`src/rtl/lcrs_pkg.sv`:
```
// ----------------------------------------------------------------------------
// LSD radix sort package
// Shared widths, constants, datapath operations and sequencer status.
// ----------------------------------------------------------------------------
package lcrs_pkg;

  localparam int unsigned KeyW        = 64;
  localparam int unsigned CfgW        = 4;
  localparam int unsigned DigitW      = 8;
  localparam int unsigned NumDigits   = 256;
  localparam int unsigned PassW       = 3;
  localparam int unsigned MaxKeyBytes = 8;
  localparam int unsigned MaxItemsDef = 64;
  localparam logic [CfgW-1:0] KeyLenReset = 4'd8;

  typedef enum logic [3:0] {
    OP_LOAD,
    OP_PASS_INIT,
    OP_CNT_A,
    OP_CNT_B,
    OP_PFX_INIT,
    OP_PFX,
    OP_SCAT_INIT,
    OP_SCAT_A,
    OP_SCAT_B,
    OP_NEXT,
    OP_EMIT_INIT,
    OP_EMIT
  } lcrs_op_e;

  typedef struct packed {
    logic last_seen;
    logic keys_done;
    logic table_done;
    logic passes_done;
    logic batch_done;
  } lcrs_stat_t;

endpackage

```
`src/rtl/lcrs_seq.sv`:
```
// ----------------------------------------------------------------------------
// LSD radix sort microsequencer
// Step counter over a read-only microprogram with conditional jumps.
// ----------------------------------------------------------------------------
module lcrs_seq (
  input  logic                 clk_i,
  input  logic                 rst_ni,
  input  lcrs_pkg::lcrs_stat_t stat_i,
  output lcrs_pkg::lcrs_op_e   op_o
);
  import lcrs_pkg::*;

  typedef enum logic [3:0] {
    S_LOAD,
    S_PASS,
    S_CNT_A,
    S_CNT_B,
    S_PFX0,
    S_PFX,
    S_SC0,
    S_SC_A,
    S_SC_B,
    S_NEXT,
    S_EM0,
    S_EMIT
  } step_e;

  typedef enum logic [2:0] {
    CS_ALWAYS,
    CS_LAST,
    CS_KEYS_DONE,
    CS_TABLE_DONE,
    CS_PASSES_DONE,
    CS_BATCH_DONE
  } cond_e;

  typedef struct packed {
    lcrs_op_e op;
    cond_e    cond;
    step_e    tgt_t;
    step_e    tgt_f;
  } ucode_t;

  function automatic ucode_t rom(input step_e s);
    ucode_t w;
    case (s)
      S_LOAD:  w = '{OP_LOAD,      CS_LAST,        S_PASS,  S_LOAD};
      S_PASS:  w = '{OP_PASS_INIT, CS_ALWAYS,      S_CNT_A, S_CNT_A};
      S_CNT_A: w = '{OP_CNT_A,     CS_ALWAYS,      S_CNT_B, S_CNT_B};
      S_CNT_B: w = '{OP_CNT_B,     CS_KEYS_DONE,   S_PFX0,  S_CNT_A};
      S_PFX0:  w = '{OP_PFX_INIT,  CS_ALWAYS,      S_PFX,   S_PFX};
      S_PFX:   w = '{OP_PFX,       CS_TABLE_DONE,  S_SC0,   S_PFX};
      S_SC0:   w = '{OP_SCAT_INIT, CS_ALWAYS,      S_SC_A,  S_SC_A};
      S_SC_A:  w = '{OP_SCAT_A,    CS_ALWAYS,      S_SC_B,  S_SC_B};
      S_SC_B:  w = '{OP_SCAT_B,    CS_KEYS_DONE,   S_NEXT,  S_SC_A};
      S_NEXT:  w = '{OP_NEXT,      CS_PASSES_DONE, S_EM0,   S_PASS};
      S_EM0:   w = '{OP_EMIT_INIT, CS_ALWAYS,      S_EMIT,  S_EMIT};
      S_EMIT:  w = '{OP_EMIT,      CS_BATCH_DONE,  S_LOAD,  S_EMIT};
      default: w = '{OP_LOAD,      CS_ALWAYS,      S_LOAD,  S_LOAD};
    endcase
    return w;
  endfunction

  step_e  pc_q, pc_d;
  ucode_t word;
  logic   take;

  always_comb begin
    word = rom(pc_q);
    case (word.cond)
      CS_ALWAYS:      take = 1'b1;
      CS_LAST:        take = stat_i.last_seen;
      CS_KEYS_DONE:   take = stat_i.keys_done;
      CS_TABLE_DONE:  take = stat_i.table_done;
      CS_PASSES_DONE: take = stat_i.passes_done;
      CS_BATCH_DONE:  take = stat_i.batch_done;
      default:        take = 1'b1;
    endcase
    pc_d = take ? word.tgt_t : word.tgt_f;
  end

  assign op_o = word.op;

  always_ff @(posedge clk_i or negedge rst_ni) begin
    if (!rst_ni) begin
      pc_q <= S_LOAD;
    end else begin
      pc_q <= pc_d;
    end
  end

endmodule

```
`config.mk`:
```
export PLATFORM = sky130hd
export DESIGN_NAME = lcrs_seq
export DESIGN_NICKNAME = d
export VERILOG_FILES = /design/src/rtl/lcrs_pkg.sv /design/src/rtl/lcrs_seq.sv
export SDC_FILE = /design/constraint.sdc
export NUM_CORES = 1
export LEC_CHECK = 0
export ABC_AREA = 1
export CELL_PAD_IN_SITES_DETAIL_PLACEMENT = 2
export CELL_PAD_IN_SITES_GLOBAL_PLACEMENT = 2
export CORE_ASPECT_RATIO = 0.7
export CORE_MARGIN = 5
export CORE_UTILIZATION = 35
export DETAILED_ROUTE_END_ITERATION = 10
export DONT_BUFFER_PORTS = 1
export PLACE_DENSITY_LB_ADDON = 0.1
export SYNTH_ARGS = -nofsm -noshare
export SYNTH_HDL_FRONTEND = slang
export SYNTH_SLANG_ARGS = --single-unit
```
`constraint.sdc`:
```
create_clock -name clk_i -period 4.27 [get_ports clk_i]
set_input_delay 0 -clock clk_i [delete_from_list [all_inputs] [get_ports clk_i]]
set_output_delay 0 -clock clk_i [all_outputs]
set_load 0.02 [all_outputs]
```
Yosys cells after proc, flatten, opt, wreduce, memory -nomap -nowiden

Memory sizes are Yosys's and may differ from the RTL's.
Cells that the tools add are included.

Equal/unequal tests: 5
Multiplexer cells: 2

Operators with widths:

| operator             | number |
|---|---|
| $eq A3 B2 Y1 const B | 2 |
| $eq A3 B3 Y1 const B | 2 |
| $pmux W1 S5          | 1 |
| $mux W4              | 1 |
| $eq A3 B1 Y1 const B | 1 |

Memories kept: 1
Logic and storage cells: 9
Input bits: 7
Memory bits (read-only): 240
Register bits after elaboration: 4
Output and inout port bits: 4

Memory list:

| memory          | words | bits a word | rd ports | clocked after Yosys merged registers in | write ports | line           | source |
|---|---|---|---|---|---|---|---|
| (no name shown) | 16    | 15          | 1        | 0                                       | 0           | lcrs_seq.sv:46 | `case (s)` |

Logic depth before layout (Yosys ltp)

Gate-level depths: netlist of run 1.
An unclocked memory read counts as a cell.

Depth after elaboration: 4
Depth in mapped cells: 13
Depth with buffers taken out: 12

Worst setup path before layout of run 1

No wires, ideal clock.

Kind: register to register
From: reg pc_q[0]
To: reg pc_q[0]
Arrival time: 1.510 ns
Setup time: 0.118 ns
Buffers on the path: 0
Clock period less this slack: 1.628 ns
Path slack: 2.642 ns
Cell stages (with the launch flop): 11
Data required time: 4.152 ns
Path through: dfrtp_1 > inv_1 > ha_1 > inv_1 > nand4_1 > nor2_2 > nor2_1 > nand3_2 > nand3_2 > nand2_1 > nand2_1

Longest elaborated chain between the ends: 4
Elaborated cells between the ends (all ways): 8
Those cells by class: eq/ne: 5; mux: 2; memory: 1

RTL lines:

| item                                       | line           | source |
|---|---|---|
| from (decl)                                | lcrs_seq.sv:64 | `step_e pc_q, pc_d;` |
| from (signal assigned)                     | lcrs_seq.sv:88 | `pc_q <= pc_d;` |
| $mem_v2 Z16 W15 *                          | -              |  |
| $eq A3 B3 Y1, or another cell as far along | lcrs_seq.sv:70 | `case (word.cond)` |
| $pmux W1 S5                                | lcrs_seq.sv:70 |  |
| $mux W4 *                                  | lcrs_seq.sv:79 | `pc_d = take ? word.tgt_t : word.tgt_f;` |
| net pc_d[0]                                | lcrs_seq.sv:64 |  |

The timed path passes the listed nets; every way through them passes the cells marked *.

==> results of run 1 <==
-- stage by stage --
stage	cells	hold WS [ns]
CTS	123	0.0393
detailed placement	119	-0.296
finish	123	0.0319
global route	123	0.0615
global placement	119	-0.296
floorplan	99	-0.296
-- how the worst max path moves through the flow --
stage	startpoint	to	slack, ns	cells after the start
final	pc_q[0]	flip-flop	2.28	10
after global routing	pc_q[0]	pc_q[0]	2.06	10
after CTS	pc_q[0]	flip-flop	2.25	10
after detailed placement	pc_q[0]	flip-flop	2.25	10
after global placement	pc_q[0]	pc_q[0]	2.32	10
after floorplan	pc_q[0]	pc_q[0]	2.64	10
-- synth_stat cells, drive strengths merged --
master  instances  share of area, %
o21ai           4               3.1
nand3          13                12
dfrtp           4                15
inv            15                10
a21oi           1              0.77
nand2          30                19
nand4           6               5.8
buf             2               3.5
o31ai           3               3.5
nand3b          1               1.2
nor2           13                12
ha              7                13
-- layer usage --
metal | up-vias | GRT usage, %
li1 | 330 | -
met1 | 328 | 23.6
met2 | 11 | 26.3
met3 | 2 | 3.36
met4 | 0 | 3.81
met5 | - | 0
-- power groups by stage --
stage                     Combinational [W]  Sequential [W]   Clock, W
after floorplan                    0.000371       0.0000757          0
after global placement             0.000415        0.000109          0
after detailed placement           0.000438        0.000110          0
after CTS                          0.000442        0.000109  0.0000488
after global routing               0.000500        0.000114  0.0000522
final                              0.000435        0.000108  0.0000489
-- final cells by class --
type,instances,area (µm²)
clock buffers,3,22.5
fillers,234,1120
inverters,15,66.3
multi-input cells,78,462
flip-flops and latches,4,100
well taps,22,27.5
repair buffers,1,10.0
-- what timing repair did --
item                                   in CTS  in global routing
endpoints found under the hold margin       4                  0
gates resized for setup                     0                  0
setup endpoints to repair                   0                  0
setup buffers                               0                  0
hold buffers                                1                  0
-- kinds of logic after synthesis --
| family | after synthesis | synth area share [%] |
|---|---|---|
| AO/OA/AOI/OAI | 8 | 7.31 |
| adder cells (fa/ha/maj) | 7 | 13.5 |
| buffers and inverters | 17 | 13.7 |
| flip-flops | 4 | 15.4 |
| AND/OR/NAND/NOR | 63 | 50.2 |
-- critical path: cells and delay by family (launching register included) --
family / cells / cell delay (ns)
simple gates: 8 / 0.88
flops: 1 / 0.55
fa+ha+maj: 1 / 0.25
buf+inv: 1 / 0.18
==> flow_summary.ini, run 1 <==
[status]
status = finished, final reports clean

[detailed_routing]
met3_length_um = 49
maxUsedRoutingLayer = met4
drtIter0Drc = 11
ant_nets = 0
wl_met2_um = 875
wirelength_um = 1910
vias = 671
m1WireLength_um = 977
drc = 0
wire_per_inst_um = 15.6
viasPerCell = 5.46
firstDrtPassIters = 4

[clock_tree]
clk_latency_ns = 0.24
tritoncts = built
cts_root_buffer = clkbuf_4
clk_pin_slew_ns = 0.04
cts_htree_levels = 1
cts_buffers = 3
cts.sinks = 4
cts.path.max_buffers = 2

[global_routing]
grt_pass1_vias = 715
antenna_found_initial = 0
grt_max_degree = 11
grt-ovfl-total = 0
grt_pass1_wl_um = 3400
grtUsageTotal_pct = 16.8

[floorplan]
num_rows = 13
die_h_um = 46.1
coreArea_um2 = 1810
initial_core_util_pct = 36.0
dieWidth_um = 61.5
fp.dieArea_um2 = 2830
num_io_pins = 11

[sta]
period_needed_ns = 1.99
fin_tns_setup_ns = 0
tightest_slew_ns = 0.559
fmax_mhz = 502
fin_skew_ns = 0.00664
slew_viol_final = 0
setup_slack_ns = 2.28
finalSetupViolCount = 0
post-route-period-util_pct = 46.7
relSlewSlack_pct = 62.7
rsz0062_at_grt = no
final_hold_viol_count = 0

[cells_and_area]
drive_gt1_share_pct = 15.8
final_common_cell = nand2_1
fin_nets = 117
final_util_pct = 38.1
design_area_um2 = 688
n_antenna_cell = 0
mostFrequentLayoutCells = 27 x nand2_1, 13 x inv_1, 10 x nand3_1
syn2layout_area_growth_pct = 5.77

[place]
numPortBuffers = 0
dp_slack_ns = 2.25
dpl_cell_area_um2 = 656
post-dp-hpwl_um = 1600
gp_routability_congestion = 0.774

[logic_synthesis]
avgSynthCellArea_um2 = 6.57
syn-instance-count = 99
syn_area_um2 = 651
synthesis.nets = 113
ys_ff_latch = 4
yosysSeqAreaShare_pct = 15.4
ys_warn_count = 0
synth_cell_type_count = 19

[pwr]
leakage_nw = 0.380
internal_power_w = 0.000228
pwr-share-comb_pct = 73.5
seqPwrFrac_pct = 18.2
peakVddDrop_mv = 0.334
p_total_w = 0.000592
swShare_pct = 61.5
powerDensity_nw_per_um2 = 861
p_sw_w = 0.000365
clkPwrFrac_pct = 8.3

[critical_path]
startpoint_type = flip-flop
max_stage_delay_ns = 0.55
endpoint_kind = flip-flop
critPathKind = flip-flop to flip-flop
rr_worst_depth = 10
crit_fanout = 10
arrival_ns = 2.11
rrSetupSlack_ns = 2.28
worstPathRequired_ns = 4.39
crit_path_cell_trace = inv_1, ha_1, nand3_1, nand3_1, nor2_1, nor2_1, nand3_2, nand3_2, nand2_1, nand2_1
reg2reg_from = pc_q[0]
cpMaxStageDelayCell = dfrtp_1

[min_path]
min_path_type = primary input to async pin

[run]
cap_viol_max_count = 0
No activity file was read; power rests on OpenSTA's default activity.
==> run 2, diff against run 1 <==
Settings changed: CORE_UTILIZATION 35 to 29.
Clock period 4.27 ns to 1.6 ns, I/O delays scaled along.
==> run 2 against run 1 <==
  * The flow now finishes with violations (setup timing)
  * Hold slack improved by 0.0066 ns
  * Sequential share of layout area decreased by 6.0 points
  * Critical path depth increased by 1
  * Maximum frequency increased by 5.8%
  * Clock skew about the same
  * Register-to-register slack got worse by 2.6 ns
  * Global-route usage increased by 7.8 points
  * Non-clock buffer count increased by 27
  * Critical path type unchanged
  * Highest routed layer unchanged
==> flow_summary.ini, run 2 (synthesis results as in run 1) <==
[min_path]
min_path_type = primary input to async pin

[sta]
setup_slack_ns = -0.283
finalSetupViolCount = 4
fin_skew_ns = 0.00690
period_needed_ns = 1.88
fmax_mhz = 531
post-route-period-util_pct = 118
rsz0062_at_grt = yes
tightest_slew_ns = 0.406
relSlewSlack_pct = 72.7
final_hold_viol_count = 0
slew_viol_final = 0

[global_routing]
antenna_found_initial = 0
grt_max_degree = 8
grtUsageTotal_pct = 24.6
grt-ovfl-total = 0
grt_pass1_wl_um = 5870
grt_pass1_vias = 1009

[critical_path]
critPathKind = flip-flop to flip-flop
max_stage_delay_ns = 0.47
endpoint_kind = flip-flop
crit_fanout = 5
crit_path_cell_trace = inv_6, buf_6, ha_4, nand2_2, nand3_4, nor2_4, nor2_4, nand3_4, buf_4, nand4_1, nand2_1
worstPathRequired_ns = 1.72
cpMaxStageDelayCell = dfrtp_2
arrival_ns = 2.00
startpoint_type = flip-flop

[cells_and_area]
mostFrequentLayoutCells = 22 x buf_4, 16 x nand2_1, 9 x nand2_2
n_fill_cell = 224
seqCellArea_um2 = 103
final_common_cell = buf_4
drive_gt1_share_pct = 61.2
syn2layout_area_growth_pct = 83.7
n_antenna_cell = 0
multi_input_area_um2 = 709
fin_nets = 144
design_area_um2 = 1190
final_util_pct = 55.9

[floorplan]
dieWidth_um = 66.6
fp.dieArea_um2 = 3310
num_io_pins = 11
die_h_um = 49.6
initial_core_util_pct = 30.4
num_rows = 14
coreArea_um2 = 2140

[status]
violations = setup timing
status = complete, but fails checks

[detailed_routing]
wire_per_inst_um = 24.5
firstDrtPassIters = 4
drtIter0Drc = 49
wirelength_um = 3950
viasPerCell = 5.27
ant_nets = 0
drc = 0
vias = 848

[place]
gp_routability_congestion = 0.778
numPortBuffers = 0
dpl_cell_area_um2 = 812
post-dp-hpwl_um = 2040

[clock_tree]
clk_pin_slew_ns = 0.05
tritoncts = built
cts_buffers = 3
cts_htree_levels = 1
cts_root_buffer = clkbuf_4
cts.sinks = 4
clk_latency_ns = 0.25
cts.path.max_buffers = 2

[run]
cap_viol_max_count = 0
## run 2: cell types whose count changed in the layout (fill, tap and decap cells not counted), sizes merged
| cell | previous run | this run |
|---|---|---|
| buf | 0 | 27 |
| clkbuf | 3 | 4 |
## run 2: repair_timing
| item | CTS | global route |
|---|---|---|
| endpoints found under the setup margin | 4 | 4 |
| pin swaps | 15 | 6 |
| setup buffers | 6 | 2 |
| hold buffers | 1 | 0 |
| resized for setup | 56 | 9 |
| hold endpoints to repair | 4 | 0 |
## run 2: layout make-up
type / instances / share of cell area [%]
inverter: 15 / 6.39
tap: 32 / 3.35
timing repair buffer: 28 / 20.1
clock buffer: 4 / 2.20
multi-input combinational: 78 / 59.4
sequential: 4 / 8.59
## run 2: path summary, 6_finish.rpt
path / start / to / slack, ns / depth (start not counted)
worst max-delay path: flip-flop / pc_q[3] / -0.28 / 11
worst min-delay path: rst_ni / pc_q[2] / 0.04 / 1
worst max register to register: flip-flop / pc_q[3] / -0.28 / 11
worst min register to register: pc_q[3] / pc_q[2] / 0.77 / 4
max in group asynchronous: rst_ni / async pin / 1.34 / 1
min in group clk_i: stat_i[1] / pc_q[0] / 0.16 / 5
## run 2: critical path: cells and delay by family (launching register included)
family	cells	cell delay, ns
adder cells (fa/ha/maj)	1	0.13
flip-flops	1	0.47
AND/OR/NAND/NOR	7	0.74
buffers and inverters	3	0.41
## run 2: layer usage
metal | wire length [µm] | part of all wire [%] | global-route usage [%] | vias up
li1 | - | - | - | 384
met1 | 1770 | 45 | 30.3 | 416
met2 | 1840 | 47 | 42.9 | 32
met3 | 163 | 4.1 | 3.41 | 16
met4 | 176 | 4.5 | 8.78 | 0
met5 | 0 | 0 | 0 | -
## run 2: stage by stage
step | hold slack, ns | instances | worst slack [ns] | TNS (ns)
floorplan | -0.296 | 99 | 0.0489 | 0
global placement | -0.295 | 148 | -0.186 | -0.725
detailed placement | -0.295 | 148 | -0.205 | -0.809
CTS | 0.0178 | 159 | -0.0776 | -0.264
global route | 0.0432 | 161 | -0.323 | -1.26
finish | 0.0385 | 161 | -0.283 | -1.05
Power of run 2 is not shown: default switching activity piles up to over one toggle a cycle in this logic, so the estimate is an artifact.
==> run 3, diff against run 2 <==
Settings changed: ABC_AREA 1 to unset, CORE_UTILIZATION 29 to 31.
==> run 3 against run 2 <==
  * The run still ends with setup timing left
  * Register-to-register slack worse by 0.47 ns
  * Worst setup slack worse by 0.47 ns
  * Wire length is 3.4% lower
  * Via count is 0.47% lower
  * Hold slack hardly changed
  * Final cell count is 19% lower
  * Area after synthesis is 3.7% lower
  * Critical path type unchanged
  * Highest routed layer unchanged
  * Global-route usage is 1.0 points higher
==> flow_summary.ini, run 3 <==
[status]
status = complete, but fails checks
violations = setup timing

[floorplan]
dieWidth_um = 63.7
initial_core_util_pct = 33.2
num_rows = 13
coreArea_um2 = 1890
die_h_um = 47.6
num_io_pins = 11
fp.dieArea_um2 = 3040

[logic_synthesis]
syn-instance-count = 78
synth.area.top_cells = dfrtp_1 16%, ha_1 14%, nand2_1 4.2%
avgSynthCellArea_um2 = 8.04
yosysTopAreaCellShare_pct = 16.0
synth_edf_count = 0
synthesis.nets = 92
ys_warn_count = 0
ys_async_sr_fraction_pct = 100
synth_cell_type_count = 44
synthFlopType = dfrtp_1
yosysSeqAreaShare_pct = 16.0
syn_area_um2 = 627
synth_largest_area_cell = dfrtp_1
synthTopCellsByCount = 7 x ha_1, 7 x nand2_1, 4 x a21oi_1, 4 x dfrtp_1
ys_ff_latch = 4

[sta]
final_hold_viol_count = 0
fin_tns_setup_ns = -2.87
setup_slack_ns = -0.754
fmax_mhz = 425
period_needed_ns = 2.35
tightest_slew_ns = 0.617
slew_viol_final = 0
post-route-period-util_pct = 147
relSlewSlack_pct = 59.0
fin_skew_ns = 0.0166
rsz0062_at_grt = yes
timing.hold.ws_ns = 0.0386
finalSetupViolCount = 4

[critical_path]
crit_fanout = 7
critPathKind = flip-flop to flip-flop
endpoint_kind = flip-flop
cpMaxStageDelayCell = or4_4
cp_top_family = compound AO/OA/AOI/OAI gates
max_stage_delay_ns = 0.59
reg2reg_from = pc_q[0]
crit_path_cell_trace = buf_6, inv_6, ha_4, mux2i_1, o2bb2ai_2, or4_4, a21oi_4, o221a_1
critPathLaunch = pc_q[0]
path_buf_inv = 2
arrival_ns = 2.53
worstPathRequired_ns = 1.77
startpoint_type = flip-flop

[detailed_routing]
viasPerCell = 6.44
wire_per_inst_um = 29.1
drtIter0Drc = 101
ant_nets = 0
vias = 844
wirelength_um = 3820
firstDrtPassIters = 4
drc = 0

[cells_and_area]
drive_gt1_share_pct = 60.6
mostFrequentLayoutCells = 29 x buf_4, 7 x nand2_1, 5 x ha_4
fin_nets = 125
syn2layout_area_growth_pct = 72.9
n_antenna_cell = 0
design_area_um2 = 1080
final_common_cell = buf_4

[place]
dpl_cell_area_um2 = 906
post-dp-hpwl_um = 2390
gp_routability_congestion = 0.821
numPortBuffers = 0

[clock_tree]
cts.path.max_buffers = 2
cts_root_buffer = clkbuf_4
cts.sinks = 4
clk_pin_slew_ns = 0.06
cts_htree_levels = 1
tritoncts = built
clk_latency_ns = 0.26
cts_buffers = 3

[global_routing]
grtUsageTotal_pct = 25.6
grtUsageMet1_pct = 29.3
grtUsageMet3_pct = 8.45
grt_max_degree = 8
antenna_found_initial = 0
grt_pass1_vias = 909
top_usage_layer = met2
grt-ovfl-total = 0
grt_pass1_wl_um = 5400
grt_use_met2_pct = 46.2

[pwr]
leakage_nw = 0.452
powerDensity_nw_per_um2 = 2650
p_total_w = 0.00287
peakVddDrop_mv = 1.61

[min_path]
min_path_type = primary input to async pin

[run]
cap_viol_max_count = 0
==> run 3: layout make-up <==
cell class                 count  area (µm²)
clock buffer                   3        22.5
fill                         178         803
multi-input combinational     65         644
inverter                       5        26.3
timing repair buffer          32         259
tap                           22        27.5
sequential                     4         104
==> run 3: power breakdown <==
part	internal [W]	total [W]	switching, W
combinational	0.00114	0.00244	0.00129
sequential	0.000159	0.000288	0.000129
clock	0.0000854	0.000149	0.0000634
total	0.00139	0.00287	0.00149
==> run 3: path summary, 6_finish.rpt <==
kind,cells after the start,to,slack (ns)
setup / recovery,8,flip-flop,-0.75
setup reg to reg,8,flip-flop,-0.75
max in group asynchronous,1,async pin,1.31
hold reg to reg,4,pc_q[2],0.85
min in group clk_i,4,pc_q[2],0.39
hold / removal,1,pc_q[3],0.04
==> run 3: repair_timing <==
item	4_1_cts	5_1_grt
hold endpoints to repair	4	0
buffers inserted	2	1
endpoints found under the setup margin	4	4
resized for setup	14	10
hold buffers	1	0
pin swaps	8	6
==> run 3: cells by family after synthesis <==
| family | Yosys count | synth area share, % |
|---|---|---|
| adders and majority gates | 7 | 14.0 |
| DFF | 4 | 16.0 |
| muxes | 4 | 6.79 |
| buffers and inverters | 9 | 6.39 |
| xor gates and xnor gates | 1 | 1.40 |
| and+or+nand+nor | 27 | 24.4 |
| AOI/OAI and AO/OA | 26 | 31.1 |
==> run 3: per-stage QoR <==
stage               instances  utilization (%)  setup WS (ns)
finish                    131             57.4         -0.754
global route              131             57.4         -0.810
CTS                       130             54.6         -0.585
detailed placement        124             48.0         -0.649
global placement          124             48.0         -0.592
floorplan                  78                -         -0.445
==> run 3: metal layers <==
layer,part of all wire (%),wire (µm),up-vias
met5,0,0,-
met2,46,1760,41
met4,0.13,5,0
met3,8.1,309,2
met1,46,1740,433
li1,-,-,368
==> run 3: worst reg2reg max path: stages, from the launching register on <==
cell and delay (ns):
dfrtp_2 0.51, buf_6 0.15, inv_6 0.04, ha_4 0.15, mux2i_1 0.20, o2bb2ai_2 0.13
or4_4 0.59, a21oi_4 0.26, o221a_1 0.23
